### src/hdl/atl_pkg.sv
// shared types, constants and character classes for the assembly token lexer
// no dependencies; imported by every module of the block
package atl_pkg;

    // scanner mode codes
    localparam logic [2:0] MODE_IDLE    = 3'd0;
    localparam logic [2:0] MODE_NUM     = 3'd1;
    localparam logic [2:0] MODE_IDENT   = 3'd2;
    localparam logic [2:0] MODE_SEMI    = 3'd3;
    localparam logic [2:0] MODE_COMMENT = 3'd4;

    // token kinds
    localparam logic [1:0] KIND_INT   = 2'd0;
    localparam logic [1:0] KIND_FLOAT = 2'd1;
    localparam logic [1:0] KIND_IDENT = 2'd2;
    localparam logic [1:0] KIND_ERR   = 2'd3;

    // character constants
    localparam logic [7:0] CH_SEMI    = 8'h3B;
    localparam logic [7:0] CH_DOT     = 8'h2E;
    localparam logic [7:0] CH_UNDER   = 8'h5F;
    localparam logic [7:0] CH_NEWLINE = 8'h0A;

    // position limits
    localparam logic [19:0] MAX_LINE   = 20'hFFFFF;
    localparam logic [15:0] MAX_COLUMN = 16'hFFFF;
    localparam logic [15:0] MAX_LENGTH = 16'hFFFF;

    // largest file size; the offset saturates at the smaller of this less one and 20 bits
    localparam longint unsigned MAX_INPUT_BYTES = 64'd1048576;
    localparam longint unsigned OFF_LIMIT = (MAX_INPUT_BYTES - 64'd1 > 64'hFFFFF) ?
                                            64'hFFFFF : (MAX_INPUT_BYTES - 64'd1);
    localparam logic [19:0] MAX_OFFSET = OFF_LIMIT[19:0];

    // depth of the token queue between scanner and output stage
    localparam int QUEUE_DEPTH_DEF = 4;

    typedef struct packed {
        logic [1:0]  kind;
        logic [19:0] line;
        logic [15:0] column;
        logic [19:0] offset;
        logic [15:0] length;
    } t_token;

    // tokens caused by one character: one, or two when two is set
    typedef struct packed {
        t_token tok0;
        t_token tok1;
        logic   two;
    } t_entry;

    function automatic logic is_digit(input logic [7:0] c);
        return (c >= 8'h30) && (c <= 8'h39);
    endfunction

    function automatic logic is_word(input logic [7:0] c);
        return ((c >= 8'h61) && (c <= 8'h7A)) || ((c >= 8'h41) && (c <= 8'h5A)) ||
               (c == CH_UNDER);
    endfunction

endpackage

### src/hdl/atl_front.sv
// scanner: takes one character a cycle while i_accept is high, tracks position and mode, builds token entries
// depends on atl_pkg
module atl_front (
    input  logic            i_clk,
    input  logic            i_rst_n,
    input  logic            i_accept,
    input  logic [7:0]      i_char_code,
    input  logic            i_end_of_file,
    output logic            o_push,
    output atl_pkg::t_entry o_entry
);
    import atl_pkg::*;

    logic [2:0]  r_mode, n_mode;
    logic        r_dot, n_dot;
    logic [15:0] r_len, n_len;
    logic [19:0] r_line, n_line;
    logic [15:0] r_col, n_col;
    logic [19:0] r_off, n_off;
    logic [19:0] r_sl, n_sl;
    logic [15:0] r_sc, n_sc;
    logic [19:0] r_so, n_so;

    logic        e0, e1, rescan;
    logic [1:0]  k0, k1;
    t_token      t0, t1;

    // mode update for one character
    always_comb begin
        n_mode = r_mode;
        n_dot  = r_dot;
        n_len  = r_len;
        n_sl   = r_sl;
        n_sc   = r_sc;
        n_so   = r_so;
        e0     = 1'b0;
        k0     = KIND_INT;
        rescan = 1'b0;
        unique case (r_mode)
            MODE_NUM: begin
                if (is_digit(i_char_code)) begin
                    if (r_len != MAX_LENGTH) n_len = r_len + 16'd1;
                end else if (i_char_code == CH_DOT) begin
                    if (r_dot) begin
                        e0     = 1'b1;
                        k0     = KIND_ERR;
                        n_mode = MODE_IDLE;
                    end else begin
                        n_dot = 1'b1;
                        if (r_len != MAX_LENGTH) n_len = r_len + 16'd1;
                    end
                end else begin
                    e0     = 1'b1;
                    k0     = r_dot ? KIND_FLOAT : KIND_INT;
                    rescan = 1'b1;
                end
            end
            MODE_IDENT: begin
                if (is_word(i_char_code)) begin
                    if (r_len != MAX_LENGTH) n_len = r_len + 16'd1;
                end else begin
                    e0     = 1'b1;
                    k0     = KIND_IDENT;
                    rescan = 1'b1;
                end
            end
            MODE_SEMI: begin
                if (i_char_code == CH_SEMI) n_mode = MODE_COMMENT;
                else rescan = 1'b1;
            end
            MODE_COMMENT: begin
                if (i_char_code == CH_NEWLINE) n_mode = MODE_IDLE;
            end
            default: begin
                rescan = 1'b1;
            end
        endcase

        // character handled afresh: may open a token or a comment
        if (rescan) begin
            n_mode = MODE_IDLE;
            if (is_digit(i_char_code) || is_word(i_char_code)) begin
                n_mode = is_digit(i_char_code) ? MODE_NUM : MODE_IDENT;
                n_dot  = 1'b0;
                n_len  = 16'd1;
                n_sl   = r_line;
                n_sc   = r_col;
                n_so   = r_off;
            end else if (i_char_code == CH_SEMI) begin
                n_mode = MODE_SEMI;
            end
        end
    end

    // position update, saturating
    always_comb begin
        n_line = r_line;
        n_col  = r_col;
        n_off  = r_off;
        if (i_char_code == CH_NEWLINE) begin
            n_col = 16'd0;
            if (r_line < MAX_LINE) n_line = r_line + 20'd1;
        end else if (r_col < MAX_COLUMN) begin
            n_col = r_col + 16'd1;
        end
        if (r_off < MAX_OFFSET) n_off = r_off + 20'd1;
    end

    // token closed by end of file
    always_comb begin
        e1 = i_end_of_file && ((n_mode == MODE_NUM) || (n_mode == MODE_IDENT));
        if (n_mode == MODE_IDENT) k1 = KIND_IDENT;
        else k1 = n_dot ? KIND_FLOAT : KIND_INT;
    end

    // entry assembly
    always_comb begin
        t0 = '{kind: k0, line: r_sl, column: r_sc, offset: r_so, length: r_len};
        t1 = '{kind: k1, line: n_sl, column: n_sc, offset: n_so, length: n_len};
        if (e0) begin
            o_entry.tok0 = t0;
            o_entry.tok1 = t1;
            o_entry.two  = e1;
        end else begin
            o_entry.tok0 = t1;
            o_entry.tok1 = t1;
            o_entry.two  = 1'b0;
        end
        o_push = i_accept && (e0 || e1);
    end

    // scanner state
    always_ff @(posedge i_clk) begin
        if (!i_rst_n || (i_accept && i_end_of_file)) begin
            r_mode <= MODE_IDLE;
            r_dot  <= 1'b0;
            r_len  <= 16'd0;
            r_line <= 20'd0;
            r_col  <= 16'd0;
            r_off  <= 20'd0;
            r_sl   <= 20'd0;
            r_sc   <= 16'd0;
            r_so   <= 20'd0;
        end else if (i_accept) begin
            r_mode <= n_mode;
            r_dot  <= n_dot;
            r_len  <= n_len;
            r_line <= n_line;
            r_col  <= n_col;
            r_off  <= n_off;
            r_sl   <= n_sl;
            r_sc   <= n_sc;
            r_so   <= n_so;
        end
    end

endmodule

### src/hdl/atl_queue.sv
// short queue of token entries between scanner and output stage
// depends on atl_pkg
module atl_queue #(
    parameter int DEPTH = atl_pkg::QUEUE_DEPTH_DEF
) (
    input  logic            i_clk,
    input  logic            i_rst_n,
    input  logic            i_push,
    input  atl_pkg::t_entry i_data,
    input  logic            i_pop,
    output atl_pkg::t_entry o_data,
    output logic            o_full,
    output logic            o_empty
);
    import atl_pkg::*;

    localparam int PW = (DEPTH > 1) ? $clog2(DEPTH) : 1;
    localparam int CW = $clog2(DEPTH + 1);
    localparam logic [PW-1:0] LAST = PW'(DEPTH - 1);
    localparam logic [CW-1:0] FULL = CW'(DEPTH);

    t_entry        r_store [DEPTH];
    logic [PW-1:0] r_wr, r_rd;
    logic [CW-1:0] r_cnt;
    logic          do_push, do_pop;

    assign o_full  = (r_cnt == FULL);
    assign o_empty = (r_cnt == '0);
    assign do_push = i_push && !o_full;
    assign do_pop  = i_pop && !o_empty;
    assign o_data  = r_store[r_rd];

    // entry storage
    always_ff @(posedge i_clk) begin
        if (do_push) r_store[r_wr] <= i_data;
    end

    // pointers and fill count
    always_ff @(posedge i_clk) begin
        if (!i_rst_n) begin
            r_wr  <= '0;
            r_rd  <= '0;
            r_cnt <= '0;
        end else begin
            if (do_push) r_wr <= (r_wr == LAST) ? '0 : r_wr + PW'(1);
            if (do_pop) r_rd <= (r_rd == LAST) ? '0 : r_rd + PW'(1);
            if (do_push && !do_pop) r_cnt <= r_cnt + CW'(1);
            else if (do_pop && !do_push) r_cnt <= r_cnt - CW'(1);
        end
    end

endmodule

### src/hdl/atl_back.sv
// output stage: splits queue entries into single tokens in an output register
// depends on atl_pkg
module atl_back (
    input  logic            i_clk,
    input  logic            i_rst_n,
    input  atl_pkg::t_entry i_head,
    input  logic            i_empty,
    output logic            o_pop,
    input  logic            i_stall,
    output logic            o_valid,
    output atl_pkg::t_token o_token,
    output logic            o_last
);
    import atl_pkg::*;

    logic   r_valid;
    logic   r_sub;
    t_token r_token;
    logic   r_last;
    logic   load, fin;

    // load when the register is free or its word is taken
    assign load    = !i_empty && (!r_valid || !i_stall);
    assign fin     = r_sub || !i_head.two;
    assign o_pop   = load && fin;
    assign o_valid = r_valid;
    assign o_token = r_token;
    assign o_last  = r_last;

    // control
    always_ff @(posedge i_clk) begin
        if (!i_rst_n) begin
            r_valid <= 1'b0;
            r_sub   <= 1'b0;
        end else begin
            if (load) begin
                r_valid <= 1'b1;
                r_sub   <= !fin;
            end else if (!i_stall) begin
                r_valid <= 1'b0;
            end
        end
    end

    // payload
    always_ff @(posedge i_clk) begin
        if (load) begin
            r_token <= r_sub ? i_head.tok1 : i_head.tok0;
            r_last  <= fin;
        end
    end

endmodule

### src/hdl/asm_token_lexer.sv
// top level of the assembly token lexer: scanner, token queue and output stage
// depends on atl_pkg, atl_front, atl_queue and atl_back
//
// One character word is taken each cycle while o_stall is low; o_stall rises only
// when the token queue is full. A character that ends one token and closes another
// at end of file gives two tokens, which leave the output register one after the other, so the
// output side sets the sustained rate only when such characters come close together.
// A token appears on the output at the clock edge after the one that takes the
// character completing it, or later if i_stall holds the output register. Whitespace,
// lone semicolons, ";;" comments up to the newline and unknown characters give no token.
// Positions count from zero; column and length saturate at 65535, line at 1048575.
module asm_token_lexer #(
    parameter int QUEUE_DEPTH = atl_pkg::QUEUE_DEPTH_DEF
) (
    input  logic        i_clk,
    input  logic        i_rst_n,
    input  logic        i_valid,
    output logic        o_stall,
    input  logic [7:0]  i_char_code,
    input  logic        i_end_of_file,
    output logic        o_valid,
    input  logic        i_stall,
    output logic [1:0]  o_token_kind,
    output logic [19:0] o_start_line,
    output logic [15:0] o_start_column,
    output logic [19:0] o_start_offset,
    output logic [15:0] o_token_length,
    output logic        o_last_of_run
);
    import atl_pkg::*;

    logic   accept, push, pop, full, empty;
    t_entry push_entry, head;
    t_token token;

    assign o_stall = full;
    assign accept  = i_valid && !full;

    // scanner
    atl_front u_front (
        .i_clk         (i_clk),
        .i_rst_n       (i_rst_n),
        .i_accept      (accept),
        .i_char_code   (i_char_code),
        .i_end_of_file (i_end_of_file),
        .o_push        (push),
        .o_entry       (push_entry)
    );

    // token queue
    atl_queue #(
        .DEPTH (QUEUE_DEPTH)
    ) u_queue (
        .i_clk   (i_clk),
        .i_rst_n (i_rst_n),
        .i_push  (push),
        .i_data  (push_entry),
        .i_pop   (pop),
        .o_data  (head),
        .o_full  (full),
        .o_empty (empty)
    );

    // output stage
    atl_back u_back (
        .i_clk   (i_clk),
        .i_rst_n (i_rst_n),
        .i_head  (head),
        .i_empty (empty),
        .o_pop   (pop),
        .i_stall (i_stall),
        .o_valid (o_valid),
        .o_token (token),
        .o_last  (o_last_of_run)
    );

    assign o_token_kind   = token.kind;
    assign o_start_line   = token.line;
    assign o_start_column = token.column;
    assign o_start_offset = token.offset;
    assign o_token_length = token.length;

endmodule

### config.mk
export PLATFORM = sky130hd
export DESIGN_NAME = asm_token_lexer
export DESIGN_NICKNAME = d
export VERILOG_FILES = /design/src/hdl/atl_pkg.sv /design/src/hdl/atl_front.sv /design/src/hdl/atl_queue.sv /design/src/hdl/atl_back.sv /design/src/hdl/asm_token_lexer.sv
export SDC_FILE = /design/constraint.sdc
export NUM_CORES = 1
export LEC_CHECK = 0
export BUFFER_PORTS_ARGS = -buffer_cell sky130_fd_sc_hd__buf_2
export CAP_MARGIN = 5
export CORE_MARGIN = 1
export CORE_UTILIZATION = 55
export CTS_CLUSTER_DIAMETER = 80
export DETAILED_ROUTE_END_ITERATION = 6
export GPL_ROUTABILITY_DRIVEN = 1
export PLACE_DENSITY = 0.72
export SYNTH_ARGS = -nofsm -noshare
export SYNTH_HDL_FRONTEND = slang
export SYNTH_SLANG_ARGS = --single-unit
### constraint.sdc
create_clock -name i_clk -period 17.8 [get_ports i_clk]
set_input_delay 1.78 -clock i_clk [delete_from_list [all_inputs] [get_ports i_clk]]
set_output_delay 1.78 -clock i_clk [all_outputs]
set_load 0.01 [all_outputs]
==> flow_summary.ini <==
[outcome]
outcome = complete, no violations

[timing]
finalHoldViolations = 0
max_freq_mhz = 154.0
finalCritPeriodShare = 0.3649
maxSlewHeadroom = 0.2102
rsz0062_at_grt = no
setup_tns_ps = 0
fin_worst_skew_ps = 21.27
period_needed_ps = 6495
slew_violations = 0
worst_slew_pin_slew_ps = 1185
setup-violations-final = 0

[yosys]
netlist_area_mm2 = 0.03275
synthMuxAreaShare = 0.1476
yosys_warnings = 0
synthArstFlopShare = 0
yosysTopAreaCell = edfxtp_1
syn_area_per_cell_um2 = 15.90
synth-compound-area-share = 0.03598
yosysTopAreaCellShare = 0.6152
yosys-top-cells-count = 671 x edfxtp_1, 336 x nand2_1, 149 x mux4_2
synth_simple_gate_area_share = 0.07919
synthAdderAreaFrac = 0.004431
synth-xor-area-share = 0.01417
synth_seq_area_share = 0.7026
netlist_instances = 2060
synth.area.top_cells = edfxtp_1 62%, mux4_2 10%, dfxtp_1 8.7%, nand2_1 3.9%, mux2_2 2.6%
ys.flop_type = edfxtp_1
synth_top_family_by_area = multiplexers
syn_nets = 2084
ys_ff_latch = 814
post-synth-top-count-cell = edfxtp_1
ys_types = 68
synth_edf_count = 671

[worst_setup_path]
crit_family = compound AO/OA/AOI/OAI gates
r2r_cells = 9
worst-setup-path-type = input pin to flop
crit_buf_inv = 3
cp_slowest_cell = buf_4
crit_path_max_incr_delay_ps = 850
startpoint_type = input pin
path_cells = buf_2 -> or4_1 -> a21o_1 -> a32oi_4 -> o221a_4 -> o21ai_1 -> a21oi_2 -> and2_4 -> buf_4 -> buf_4
cp.required_ps = 18030
path_max_fanout = 66
crit_cells = 10
worstSetupEndpointType = flop
reg2reg_slack_ps = 12340
crit_top_cell = buf_4
worstPathArrival_ps = 6730

[finish]
area_growth_syn_to_layout_pct = 11.61
antenna_cells = 0
nets = 2167
fin_util = 0.6206
drive_above_1_share = 0.2192
stdcell_area_mm2 = 0.03656

[global_route]
first_global_vias = 18230
met2_usage = 0.3746
grt_max_degree = 114
grt_use_total = 0.2205
met3_usage = 0.03115
top_usage_layer = met2
grt_pass1_wl_um = 101900
met1_usage = 0.2945
overflow = 0
antenna_found_initial = 0

[clock_network]
cts_resized = 0
hold_buffers = 0
clk_latency_ps = 620
cts_sinks = 814
post_cts_buffers = 0
cts_tree = built
htree_levels = 3
cts_buffers = 80
clock_path_buffers = 3
cts-root-buf = clkbuf_16
path_clk_slew_ps = 60

[routing]
dr.pass1.iters = 6
vias = 17810
antenna_left = 0
drtIter0Drc = 1530
wl_per_cell_um = 21.86
via_per_inst = 5.973
drc = 0
wl_um = 65180

[power_and_ir_drop]
power_density_mw_per_mm2 = 132.5
p_total_mw = 4.845
irDropWorstVdd_v = 0.0001149
p_leak_nw = 11.27

[placed_design]
gp_congestion = 0.8125
port_buffers = 89
hpwlAfterDp_um = 35990
placed_area_mm2 = 0.03398

[die]
dieHeight_um = 246.0
die_area_mm2 = 0.06053
start_util = 0.5560
core_area_mm2 = 0.05891
die_width_um = 246.0
pin_count = 90
rows = 89

[worst_hold_path]
hold_path_depth = 2
hold_path_class = flop to flop

[run]
maxCapViolCount = 0
## worst min-delay path: cells and delay by family, from the launching register on
| kind | cells | cell delay, ps |
|---|---|---|
| flops | 1 | 310 |
| simple gates | 1 | 50 |
| compound gates | 1 | 50 |
## report_power, final
part	switching (mW)	internal [mW]
Clock	0.696	0.945
Sequential	0.0779	2.25
Combinational	0.483	0.398
Total	1.26	3.59
## per-layer routing
metal / routed length (µm) / share of wire
met5: 0 / 0
met4: 1233 / 0.019
met3: 3244 / 0.050
met2: 33010 / 0.51
met1: 27700 / 0.42
## layout by cell type, fill, tap and decap left out, types with 51 or more instances in the layout
| cell | netlist | layout |
|---|---|---|
| mux4_2 | 149 | 149 |
| dfxtp_1 | 143 | 140 |
| mux2_2 | 75 | 75 |
| nor2_1 | 81 | 80 |
| edfxtp_1 | 671 | 671 |
| a21oi_1 | 99 | 98 |
| mux2_1 | 51 | 51 |
| clkbuf_16 | 0 | 84 |
| nand2_1 | 336 | 333 |
| buf_2 | 11 | 89 |
## cell families after synthesis
| group | after synthesis |
|---|---|
| AO/OA/AOI/OAI | 200 |
| AND/OR/NAND/NOR | 572 |
| XOR/XNOR | 53 |
| adder cells (fa/ha/maj) | 11 |
| buffers and inverters | 129 |
| flip-flops | 814 |
| multiplexers | 281 |
## state kept, by name, summed over array words and instances, names as in the netlist, named ones only
signal	count
u_back.o_last	1
u_back.o_token	74
u_back.o_valid	1
u_back.r_sub	1
u_front.r_col	16
u_front.r_dot	1
u_front.r_len	16
u_front.r_line	20
u_front.r_mode	3
u_front.r_off	20
u_front.r_sc	16
u_front.r_sl	20
u_front.r_so	20
u_queue.r_cnt	3
u_queue.r_rd	2
u_queue.r_store	596
u_queue.r_wr	2
## area by class of cell
class,count,area (µm²)
clock buffers,118,2340
multi-input cells,1117,9280
well taps,773,967.2
repair buffers,116,660.6
clock inverters,29,234.0
fillers,4052,22350
inverters,14,52.55
flip-flops and latches,814,23020
## metrics by stage
step           setup slack (ps)  hold slack (ps)  std cells
6_report                  11300            454.5       2981
5_1_grt                   11080            479.1       2981
4_1_cts                   11270            456.4       2981
3_5_place_dp              10600            443.3       2834
3_3_place_gp              10700            435.2       2834
2_1_floorplan             10310            431.9       2060
## final timing paths
path,endpoint,startpoint
max reg2reg,u_queue.r_store[2][40],u_front.r_mode[0]
min,u_front.r_so[10],u_front.r_off[10]
min reg2reg,u_front.r_so[10],u_front.r_off[10]
max,u_queue.r_store[2][40],i_char_code[4]
(Power assumes the default switching activity.)
